`config.mk`:
```
export PLATFORM = sky130hd
export DESIGN_NAME = keyed_record_table_top
export DESIGN_NICKNAME = d
export VERILOG_FILES = /design/src/krt_pkg.sv /design/src/keyed_record_table_top.sv /design/src/krt_ctrl.sv /design/src/krt_dpath.sv
export VERILOG_INCLUDE_DIRS = /design/src /design/src/src
export SDC_FILE = /design/constraint.sdc
export NUM_CORES = 2
export LEC_CHECK = 0
export ABC_AREA = 1
export CAP_MARGIN = 20
export CORE_AREA = 10 10 281 485
export CTS_BUF_LIST = sky130_fd_sc_hd__clkbuf_4 sky130_fd_sc_hd__clkbuf_8
export CTS_CLUSTER_DIAMETER = 100
export DETAILED_ROUTE_END_ITERATION = 10
export DIE_AREA = 0 0 291 495
export DONT_BUFFER_PORTS = 1
export GPL_ROUTABILITY_DRIVEN = 1
export PLACE_DENSITY_LB_ADDON = 0.1
export SYNTH_ARGS = -nofsm -noshare
export SYNTH_HDL_FRONTEND = slang
export SYNTH_SLANG_ARGS = --single-unit
```
`constraint.sdc`:
```
create_clock -name clock -period 6.65 [get_ports clock]
set_clock_uncertainty 0.2 [all_clocks]
set_input_delay 0.3325 -clock clock [delete_from_list [all_inputs] [get_ports clock]]
set_output_delay 0.3325 -clock clock [all_outputs]
set_load 0.02 [all_outputs]
```
`src/assert_macros.svh`:
```
// assertion macros used by the table datapath
`ifndef ASSERT_MACROS_SVH
`define ASSERT_MACROS_SVH

// expression holds at every clock edge outside reset
`define ASSERT_ALWAYS(label, clk, rst, expr, msg) \
   label: assert property (@(posedge clk) disable iff (rst) (expr)) else $error(msg);

// consequent holds in the same cycle as the antecedent
`define ASSERT_IMPLIES(label, clk, rst, ante, cons, msg) \
   label: assert property (@(posedge clk) disable iff (rst) (ante) |-> (cons)) else $error(msg);

`endif

```
`src/krt_pkg.sv`:
```
// types and constants shared by the keyed record table modules
`timescale 1ns / 1ps
`default_nettype none

package krt_pkg;

   localparam int OP_W     = 3;
   localparam int KEY_W    = 32;
   localparam int HANDLE_W = 32;
   localparam int POS_W    = 4;
   localparam int CNT_W    = 5;
   localparam int STATUS_W = 2;
   localparam int REQ_W    = 72;
   localparam int RSP_W    = 72;

   localparam logic [CNT_W-1:0] CAP_RESET = 5'd16;

   typedef enum logic [OP_W-1:0] {
      OP_INSERT  = 3'd0,
      OP_LOOKUP  = 3'd1,
      OP_DELETE  = 3'd2,
      OP_MODIFY  = 3'd3,
      OP_READ_AT = 3'd4
   } op_type;

   typedef enum logic [STATUS_W-1:0] {
      ST_OK        = 2'd0,
      ST_NOT_FOUND = 2'd1,
      ST_DUPLICATE = 2'd2,
      ST_FULL      = 2'd3
   } status_type;

   // controller to datapath
   typedef struct packed {
      logic       latch;
      logic       scan;
      logic       rd_pos;
      logic       sh_rd;
      logic       sh_wr;
      logic       wr_entry;
      logic       cnt_inc;
      logic       cnt_dec;
      logic       res_set;
      logic       res_found;
      status_type res_status;
      logic       rsp_load;
   } cmd_type;

   // datapath to controller
   typedef struct packed {
      logic [OP_W-1:0] op;
      logic            full;
      logic            pos_ok;
      logic            hit;
      logic            scan_done;
      logic            sh_more;
      logic            rsp_free;
   } sts_type;

endpackage

`default_nettype wire

```
`src/keyed_record_table_top.sv`:
```
// top level of the keyed record table: controller plus datapath
// full inserts and unused ops skip the scan, read-at reads its position directly,
//   and a delete moves every entry above the hit down one place
// throughput: one command at a time, next word taken once the result is registered
// the scan walks the entry memory one entry per cycle
// reset: count cleared, capacity back to 16, memory contents left as they are
`timescale 1ns / 1ps
`default_nettype none

module keyed_record_table_top
   import krt_pkg::*;
#(
   parameter int DEPTH = 16
)
(
   input  wire logic             clock,
   input  wire logic             reset,
   // command words
   input  wire logic             req_tvalid,
   output logic                  req_tready,
   input  wire logic [REQ_W-1:0] req_tdata,   // op[2:0], key[34:3], record_handle[66:35],
                                              // position[70:67], zero pad
   // result words
   output logic                  rsp_tvalid,
   input  wire logic             rsp_tready,
   output logic [RSP_W-1:0]      rsp_tdata,   // status[1:0], found_key[33:2],
                                              // found_handle[65:34], entry_total[70:66], zero pad
   // capacity register write
   input  wire logic             csr_valid,
   output logic                  csr_ready,
   input  wire logic [CNT_W-1:0] csr_data
);

   cmd_type cmd;
   sts_type sts;

   // capacity writes are always taken
   assign csr_ready = 1'b1;

   // sequencer: one command from accept to result
   krt_ctrl u_ctrl (
      .clock      (clock),
      .reset      (reset),
      .req_tvalid (req_tvalid),
      .req_tready (req_tready),
      .sts        (sts),
      .cmd        (cmd)
   );

   // entry memory, search pointer, shift logic and result register
   krt_dpath #(
      .DEPTH (DEPTH)
   ) u_dpath (
      .clock      (clock),
      .reset      (reset),
      .req_tdata  (req_tdata),
      .csr_wr     (csr_valid && csr_ready),
      .csr_data   (csr_data),
      .cmd        (cmd),
      .sts        (sts),
      .rsp_tvalid (rsp_tvalid),
      .rsp_tready (rsp_tready),
      .rsp_tdata  (rsp_tdata)
   );

endmodule

`default_nettype wire

```
`src/krt_ctrl.sv`:
```
// command sequencer of the keyed record table
`timescale 1ns / 1ps
`default_nettype none

module krt_ctrl
   import krt_pkg::*;
(
   input  wire logic    clock,
   input  wire logic    reset,
   input  wire logic    req_tvalid,
   output logic         req_tready,
   input  wire sts_type sts,
   output cmd_type      cmd
);

   typedef enum logic [8:0] {
      S_IDLE    = 9'b000000001,
      S_DECODE  = 9'b000000010,
      S_SCAN    = 9'b000000100,
      S_RD_ISSU = 9'b000001000,
      S_RD_CAPT = 9'b000010000,
      S_SH_RD   = 9'b000100000,
      S_SH_WR   = 9'b001000000,
      S_WRITE   = 9'b010000000,
      S_DONE    = 9'b100000000
   } state_type;

   state_type state_ff;
   state_type state_in;

   assign req_tready = (state_ff == S_IDLE);

   always_comb begin
      state_in       = state_ff;
      cmd            = '0;
      cmd.res_status = ST_OK;
      case (state_ff)
         S_IDLE: begin
            if (req_tvalid) begin
               cmd.latch = 1'b1;
               state_in  = S_DECODE;
            end
         end
         S_DECODE: begin
            case (sts.op)
               OP_INSERT: begin
                  if (sts.full) begin
                     cmd.res_set    = 1'b1;
                     cmd.res_status = ST_FULL;
                     state_in       = S_DONE;
                  end else begin
                     state_in = S_SCAN;
                  end
               end
               OP_LOOKUP, OP_DELETE, OP_MODIFY: begin
                  state_in = S_SCAN;
               end
               OP_READ_AT: begin
                  if (sts.pos_ok) begin
                     state_in = S_RD_ISSU;
                  end else begin
                     cmd.res_set    = 1'b1;
                     cmd.res_status = ST_NOT_FOUND;
                     state_in       = S_DONE;
                  end
               end
               default: begin
                  // unused codes: plain ok, nothing changes
                  cmd.res_set = 1'b1;
                  state_in    = S_DONE;
               end
            endcase
         end
         S_SCAN: begin
            cmd.scan = 1'b1;
            if (sts.hit) begin
               case (sts.op)
                  OP_INSERT: begin
                     cmd.res_set    = 1'b1;
                     cmd.res_status = ST_DUPLICATE;
                     state_in       = S_DONE;
                  end
                  OP_LOOKUP: begin
                     cmd.res_set   = 1'b1;
                     cmd.res_found = 1'b1;
                     state_in      = S_DONE;
                  end
                  OP_DELETE: begin
                     state_in = S_SH_RD;
                  end
                  default: begin
                     state_in = S_WRITE;
                  end
               endcase
            end else if (sts.scan_done) begin
               if (sts.op == OP_INSERT) begin
                  state_in = S_WRITE;
               end else begin
                  cmd.res_set    = 1'b1;
                  cmd.res_status = ST_NOT_FOUND;
                  state_in       = S_DONE;
               end
            end
         end
         S_RD_ISSU: begin
            cmd.rd_pos = 1'b1;
            state_in   = S_RD_CAPT;
         end
         S_RD_CAPT: begin
            cmd.res_set   = 1'b1;
            cmd.res_found = 1'b1;
            state_in      = S_DONE;
         end
         S_SH_RD: begin
            if (sts.sh_more) begin
               cmd.sh_rd = 1'b1;
               state_in  = S_SH_WR;
            end else begin
               cmd.cnt_dec = 1'b1;
               cmd.res_set = 1'b1;
               state_in    = S_DONE;
            end
         end
         S_SH_WR: begin
            cmd.sh_wr = 1'b1;
            state_in  = S_SH_RD;
         end
         S_WRITE: begin
            cmd.wr_entry = 1'b1;
            cmd.cnt_inc  = (sts.op == OP_INSERT);
            cmd.res_set  = 1'b1;
            state_in     = S_DONE;
         end
         S_DONE: begin
            if (sts.rsp_free) begin
               cmd.rsp_load = 1'b1;
               state_in     = S_IDLE;
            end
         end
         default: begin
            state_in = S_IDLE;
         end
      endcase
   end

   always_ff @(posedge clock) begin
      if (reset) begin
         state_ff <= S_IDLE;
      end else begin
         state_ff <= state_in;
      end
   end

endmodule

`default_nettype wire

```
`src/krt_dpath.sv`:
```
// entry memory, scan and shift datapath and result register of the table
`timescale 1ns / 1ps
`default_nettype none

`include "assert_macros.svh"

module krt_dpath
   import krt_pkg::*;
#(
   parameter int DEPTH = 16
)
(
   input  wire logic             clock,
   input  wire logic             reset,
   input  wire logic [REQ_W-1:0] req_tdata,
   input  wire logic             csr_wr,
   input  wire logic [CNT_W-1:0] csr_data,
   input  wire cmd_type          cmd,
   output sts_type               sts,
   output logic                  rsp_tvalid,
   input  wire logic             rsp_tready,
   output logic [RSP_W-1:0]      rsp_tdata
);

   localparam int IDX_W   = (DEPTH > 1) ? $clog2(DEPTH) : 1;
   localparam int ENTRY_W = KEY_W + HANDLE_W;
   localparam int PAD_W   = RSP_W - (STATUS_W + KEY_W + HANDLE_W + CNT_W);

   logic [ENTRY_W-1:0] entry_mem [DEPTH];

   logic [OP_W-1:0]     op_ff, op_in;
   logic [KEY_W-1:0]    key_ff, key_in;
   logic [HANDLE_W-1:0] handle_ff, handle_in;
   logic [POS_W-1:0]    pos_ff, pos_in;
   logic [CNT_W-1:0]    cap_ff, cap_in;
   logic [CNT_W-1:0]    count_ff, count_in;
   logic [CNT_W-1:0]    idx_ff, idx_in;
   logic                pend_ff, pend_in;
   logic [CNT_W-1:0]    pend_idx_ff, pend_idx_in;
   logic [CNT_W-1:0]    ptr_ff, ptr_in;
   logic [ENTRY_W-1:0]  rdata_ff;
   status_type          res_status_ff, res_status_in;
   logic [KEY_W-1:0]    res_key_ff, res_key_in;
   logic [HANDLE_W-1:0] res_handle_ff, res_handle_in;
   logic                rsp_valid_ff, rsp_valid_in;
   logic [RSP_W-1:0]    rsp_data_ff, rsp_data_in;

   logic               rd_en;
   logic [IDX_W-1:0]   rd_addr;
   logic               wr_en;
   logic [IDX_W-1:0]   wr_addr;
   logic [ENTRY_W-1:0] wr_data;
   logic [KEY_W-1:0]   rd_key;
   logic [CNT_W-1:0]   ptr_next;
   logic               hit;

   assign rd_key   = rdata_ff[ENTRY_W-1 -: KEY_W];
   assign ptr_next = ptr_ff + 1'b1;
   assign hit      = pend_ff && (rd_key == key_ff);

   assign sts.op        = op_ff;
   assign sts.full      = (count_ff >= cap_ff) || (int'(count_ff) >= DEPTH);
   assign sts.pos_ok    = ({1'b0, pos_ff} < count_ff);
   assign sts.hit       = hit;
   assign sts.scan_done = !pend_ff && (idx_ff >= count_ff);
   assign sts.sh_more   = (({1'b0, ptr_ff} + 6'd1) < {1'b0, count_ff});
   assign sts.rsp_free  = !rsp_valid_ff || rsp_tready;

   assign rsp_tvalid = rsp_valid_ff;
   assign rsp_tdata  = rsp_data_ff;

   always_comb begin
      op_in         = op_ff;
      key_in        = key_ff;
      handle_in     = handle_ff;
      pos_in        = pos_ff;
      cap_in        = cap_ff;
      count_in      = count_ff;
      idx_in        = idx_ff;
      pend_in       = pend_ff;
      pend_idx_in   = pend_idx_ff;
      ptr_in        = ptr_ff;
      res_status_in = res_status_ff;
      res_key_in    = res_key_ff;
      res_handle_in = res_handle_ff;
      rsp_valid_in  = rsp_valid_ff;
      rsp_data_in   = rsp_data_ff;
      rd_en         = 1'b0;
      rd_addr       = '0;
      wr_en         = 1'b0;
      wr_addr       = '0;
      wr_data       = {key_ff, handle_ff};

      if (csr_wr) begin
         cap_in = csr_data;
      end

      if (cmd.latch) begin
         op_in     = req_tdata[OP_W-1:0];
         key_in    = req_tdata[OP_W +: KEY_W];
         handle_in = req_tdata[OP_W + KEY_W +: HANDLE_W];
         pos_in    = req_tdata[OP_W + KEY_W + HANDLE_W +: POS_W];
         idx_in    = '0;
         pend_in   = 1'b0;
      end

      // one read issued and one compared per cycle
      if (cmd.scan) begin
         pend_in = 1'b0;
         if (idx_ff < count_ff) begin
            rd_en       = 1'b1;
            rd_addr     = IDX_W'(idx_ff);
            idx_in      = idx_ff + 1'b1;
            pend_in     = 1'b1;
            pend_idx_in = idx_ff;
         end
         if (hit) begin
            ptr_in = pend_idx_ff;
         end
      end

      if (cmd.rd_pos) begin
         rd_en   = 1'b1;
         rd_addr = IDX_W'(pos_ff);
      end

      if (cmd.sh_rd) begin
         rd_en   = 1'b1;
         rd_addr = IDX_W'(ptr_next);
      end

      // move the entry above down one place
      if (cmd.sh_wr) begin
         wr_en   = 1'b1;
         wr_addr = IDX_W'(ptr_ff);
         wr_data = rdata_ff;
         ptr_in  = ptr_next;
      end

      if (cmd.wr_entry) begin
         wr_en   = 1'b1;
         wr_addr = (op_ff == OP_INSERT) ? IDX_W'(count_ff) : IDX_W'(ptr_ff);
      end

      if (cmd.cnt_inc) begin
         count_in = count_ff + 1'b1;
      end else if (cmd.cnt_dec) begin
         count_in = count_ff - 1'b1;
      end

      if (cmd.res_set) begin
         res_status_in = cmd.res_status;
         res_key_in    = cmd.res_found ? rd_key : '0;
         res_handle_in = cmd.res_found ? rdata_ff[HANDLE_W-1:0] : '0;
      end

      if (rsp_valid_ff && rsp_tready) begin
         rsp_valid_in = 1'b0;
      end
      if (cmd.rsp_load) begin
         rsp_valid_in = 1'b1;
         rsp_data_in  = {{PAD_W{1'b0}}, count_ff, res_handle_ff, res_key_ff, res_status_ff};
      end
   end

   always_ff @(posedge clock) begin
      if (wr_en) begin
         entry_mem[wr_addr] <= wr_data;
      end
      if (rd_en) begin
         rdata_ff <= entry_mem[rd_addr];
      end
   end

   always_ff @(posedge clock) begin
      op_ff         <= op_in;
      key_ff        <= key_in;
      handle_ff     <= handle_in;
      pos_ff        <= pos_in;
      idx_ff        <= idx_in;
      pend_idx_ff   <= pend_idx_in;
      ptr_ff        <= ptr_in;
      res_status_ff <= res_status_in;
      res_key_ff    <= res_key_in;
      res_handle_ff <= res_handle_in;
      rsp_data_ff   <= rsp_data_in;
   end

   always_ff @(posedge clock) begin
      if (reset) begin
         cap_ff       <= CAP_RESET;
         count_ff     <= '0;
         pend_ff      <= 1'b0;
         rsp_valid_ff <= 1'b0;
      end else begin
         cap_ff       <= cap_in;
         count_ff     <= count_in;
         pend_ff      <= pend_in;
         rsp_valid_ff <= rsp_valid_in;
      end
   end

   `ASSERT_ALWAYS(a_count_bound, clock, reset, int'(count_ff) <= DEPTH, "entry count above depth")
   `ASSERT_IMPLIES(a_load_free, clock, reset, cmd.rsp_load, sts.rsp_free, "result overwritten")
   `ASSERT_IMPLIES(a_shift_range, clock, reset, cmd.sh_wr, sts.sh_more, "shift past last entry")
   `ASSERT_IMPLIES(a_insert_room, clock, reset, cmd.wr_entry && (op_ff == OP_INSERT), !sts.full,
      "insert into full table")

endmodule

`default_nettype wire

```
==> impl_results.md <==
* Initial Util at 0.447
* Slew headroom at 0.122
* Register bit total from synthesis at 1332
* Clk buf depth at 3
* Sequential-to-total area share from yosys stat at 0.694
* Pwr/cell area at roughly 280 nW/um2
* Largest net degree at the start of global routing at 159
* Placement Cell Area at 59300 um2
* Final min period at roughly 5400 ps
* Layout cells sized above 1 at 0.0903
* Final hold violation count at 0
* Sink Count at roughly 1300
* Critical path arrival at a little under 6000 ps
* Vias at 38272
* Fin area at approximately 65000 um2
* Post-synthesis async set-or-reset flop share at 0
* Tot Pwr at approximately 18 mW
* Reg-to-Reg Start: u_dpath.ptr_ff[0]$_DFFE_PP_
* Commonest non-fill, non-tap cell in the layout: edfxtp_1
* Syn_area_per_cell at 11.2 um2
* Largest family of logic cells by synthesized area: simple AND/OR/NAND/NOR gates
* Gr ovfl total at 0
* Mapped cell area at approximately 57000 um2
* RePlAce Congestion at between 0.9 and 1
* Synth Area in Simple Gates at 0.204
* Most used DFF post-synth: edfxtp_1
* Synth cell types at 42
* CTS Buf Count at 194
* Residual DRC count at 0
* Area delta synth->final at 13.3%
* Vias in the first global route at between 30000 and 40000
* CP required at between 7000 and 8000 ps
* Final setup TNS at 0 ps
* Global-route wire length before repair at 242000 um
* Commonest non-fill, non-tap cells in the layout: 1306 x edfxtp_1, 1178 x nand3_1, 966 x nand2_1
* Clock latency on the worst-skew pair at a little over 900 ps
* Worst min path class: in -> reg
* Synth Net Count at 5234
* Adder-cell area share of the yosys netlist at 0.00516
* Element type at the critical path end: register
* Worst vdd ir at approximately 0.00020 V
* Fin nets at 5432
* Dpl hpwl at between 80000 and 90000 um
* Clk pin slew, worst setup/hold paths at approximately 70 ps
* DIE HEIGHT at 495 um
* Worst slew pin tran at approximately 1300 ps
* Total core area at ~130000 um2
* Iter 0 DRT Violations at 2770
* Mapped Cells at between 5000 and 6000
* Via-per-instance ratio at 5.35
* Leakage at approximately 26 nW
* Max Cap Viol at 0
* Compound-gate portion of the synthesized area at 0.0124
* RSZ-0062 raised after global routing: no
* I/O Pins at around 160
* Yosys Warn Count at 0
* Fillers at between 10000 and 15000
* Min-delay src: csr_valid
* DRT antenna net count at 0
* Startpoint types: register
* Post_cts resized at 0
* Final WL at 164000 um
* Clock Tree Root: clkbuf_8
* Setup crit start: u_dpath.ptr_ff[0]$_DFFE_PP_
* Die X at ~290 um
* Outcome: complete, no violations
* Initial antenna violation count at 3
* WS Path Type: reg -> reg
* WL per Instance at 22.9 um
* Synth Area in XOR/XNOR at 0.00306
* Slew Limit Fails at 0
* Die area at roughly 140000 um2
* CTS tree: done
* H-Tree Level Count at 4
* GRT Overall Usage at 0.224
* DR pass1 iterations at 7
* Rows at about 170
* PortBufs at 0
* Final Cycle Share at 0.809
* CP max FO at about 70
* Setup violators final at 0
* Multiplexer area fraction after synthesis at 0.000197
* Fmax at roughly 0.19 GHz
* Post-synth EDFFs at ~1300
[critical path, stage by stage (launching register included)]
cell and delay, ps:
edfxtp_1 620, nand3_1 150, xor2_1 330, inv_1 80
ha_1 300, and3_1 190, nand2_2 100, nand3_2 220
nand3_4 690, nand3_4 330, buf_4 580, buf_4 890
nand3_1 150, nand3_1 120, nand3_1 130, nand2_1 130
[metrics by stage]
stage / worst slack (ps) / util / hold slack (ps) / instances
6_report: 1270 / 0.506 / 131 / 7153
5_1_grt: 913 / 0.506 / 131 / 7153
4_1_cts: 1250 / 0.506 / 2.27 / 7147
3_5_place_dp: 1300 / 0.463 / 205 / 6638
3_3_place_gp: 1260 / 0.463 / 201 / 6637
2_1_floorplan: 1540 / - / 200 / 5129
[per-layer routing]
| metal | GRT usage | wire, um | share of wire |
|---|---|---|---|
| met3 | 0.0362 | 9450 | 0.058 |
| met2 | 0.397 | 83000 | 0.51 |
| met1 | 0.273 | 65900 | 0.40 |
| met5 | 0 | 0 | 0 |
| met4 | 0.0834 | 5210 | 0.032 |
[state kept, by name, indices dropped and copies added, names as in the netlist, 9 cells and up]
| register | cells |
|---|---|
| u_dpath.entry_mem | 1024 |
| u_dpath.rdata_ff | 64 |
| u_dpath.handle_ff | 32 |
| u_dpath.key_ff | 32 |
| u_dpath.res_key_ff | 32 |
| u_dpath.rsp_tdata | 71 |
| u_dpath.res_handle_ff | 32 |
| u_ctrl.state_ff | 9 |
[final cells by class]
type / instances / area, um2 / share of cell area
clock buffers: 257 / 3140 / 0.0485
repair buffers: 290 / 2960 / 0.0456
well taps: 1672 / 2090 / 0.0323
flip-flops and latches: 1332 / 39700 / 0.613
multi-input cells: 2695 / 13100 / 0.202
inverters: 814 / 3070 / 0.0473
clock inverters: 92 / 706 / 0.0109
diodes: 1 / 2.50 / 0.0000386
[path summary, 6_finish.rpt]
check / end / slack, ps / depth (start not counted)
worst max-delay path: u_dpath.rdata_ff[2]$_DFFE_PP_ / 1270 / 15
worst min register to register: u_dpath.rsp_tdata[20]$_DFFE_PP_ / 200 / 0
worst max register to register: u_dpath.rdata_ff[2]$_DFFE_PP_ / 1270 / 15
worst min-delay path: u_dpath.cap_ff[3]$_SDFFE_PP0P_ / 130 / 3
[synth_stat cells, types with 7 or more instances]
library cell | count | share of area
buf_2 | 138 | 0.012
inv_2 | 8 | 0.00052
dfxtp_1 | 26 | 0.0091
o21ai_0 | 96 | 0.0084
buf_4 | 32 | 0.0042
buf_1 | 17 | 0.0011
buf_6 | 22 | 0.0043
xor2_1 | 13 | 0.0020
nand4_1 | 15 | 0.0016
a21oi_1 | 25 | 0.0022
clkbuf_1 | 79 | 0.0052
nor3_1 | 22 | 0.0019
nand3b_1 | 156 | 0.020
nand3_1 | 1178 | 0.10
inv_1 | 806 | 0.053
nor2_2 | 7 | 0.00077
ha_1 | 22 | 0.0048
edfxtp_1 | 1306 | 0.69
xnor2_1 | 7 | 0.0011
nor2_1 | 141 | 0.0092
nand2_1 | 971 | 0.064
[kinds of logic (layout without fill, tap and decap cells)]
| family | count (synthesis) | after routing |
|---|---|---|
| AO/OA/AOI/OAI | 134 | 134 |
| XOR/XNOR | 20 | 20 |
| adder cells (fa/ha/maj) | 23 | 23 |
| buffers and inverters | 1102 | 1453 |
| flip-flops | 1332 | 1332 |
| multiplexers | 1 | 1 |
| other | 2 | 3 |
| AND/OR/NAND/NOR | 2515 | 2515 |
[repair_timing]
item / in CTS / in global routing
endpoints found under the hold margin: 160 / 0
setup buffers: 0 / 0
hold buffers: 160 / 0
[where the power goes]
part / total [mW] / internal [mW] / switching [mW]
combinational: 1.23 / 0.327 / 0.901
sequential: 10.0 / 9.88 / 0.112
clock: 6.66 / 3.44 / 3.22
total: 17.9 / 13.6 / 4.23
(Power assumes the default switching activity.)
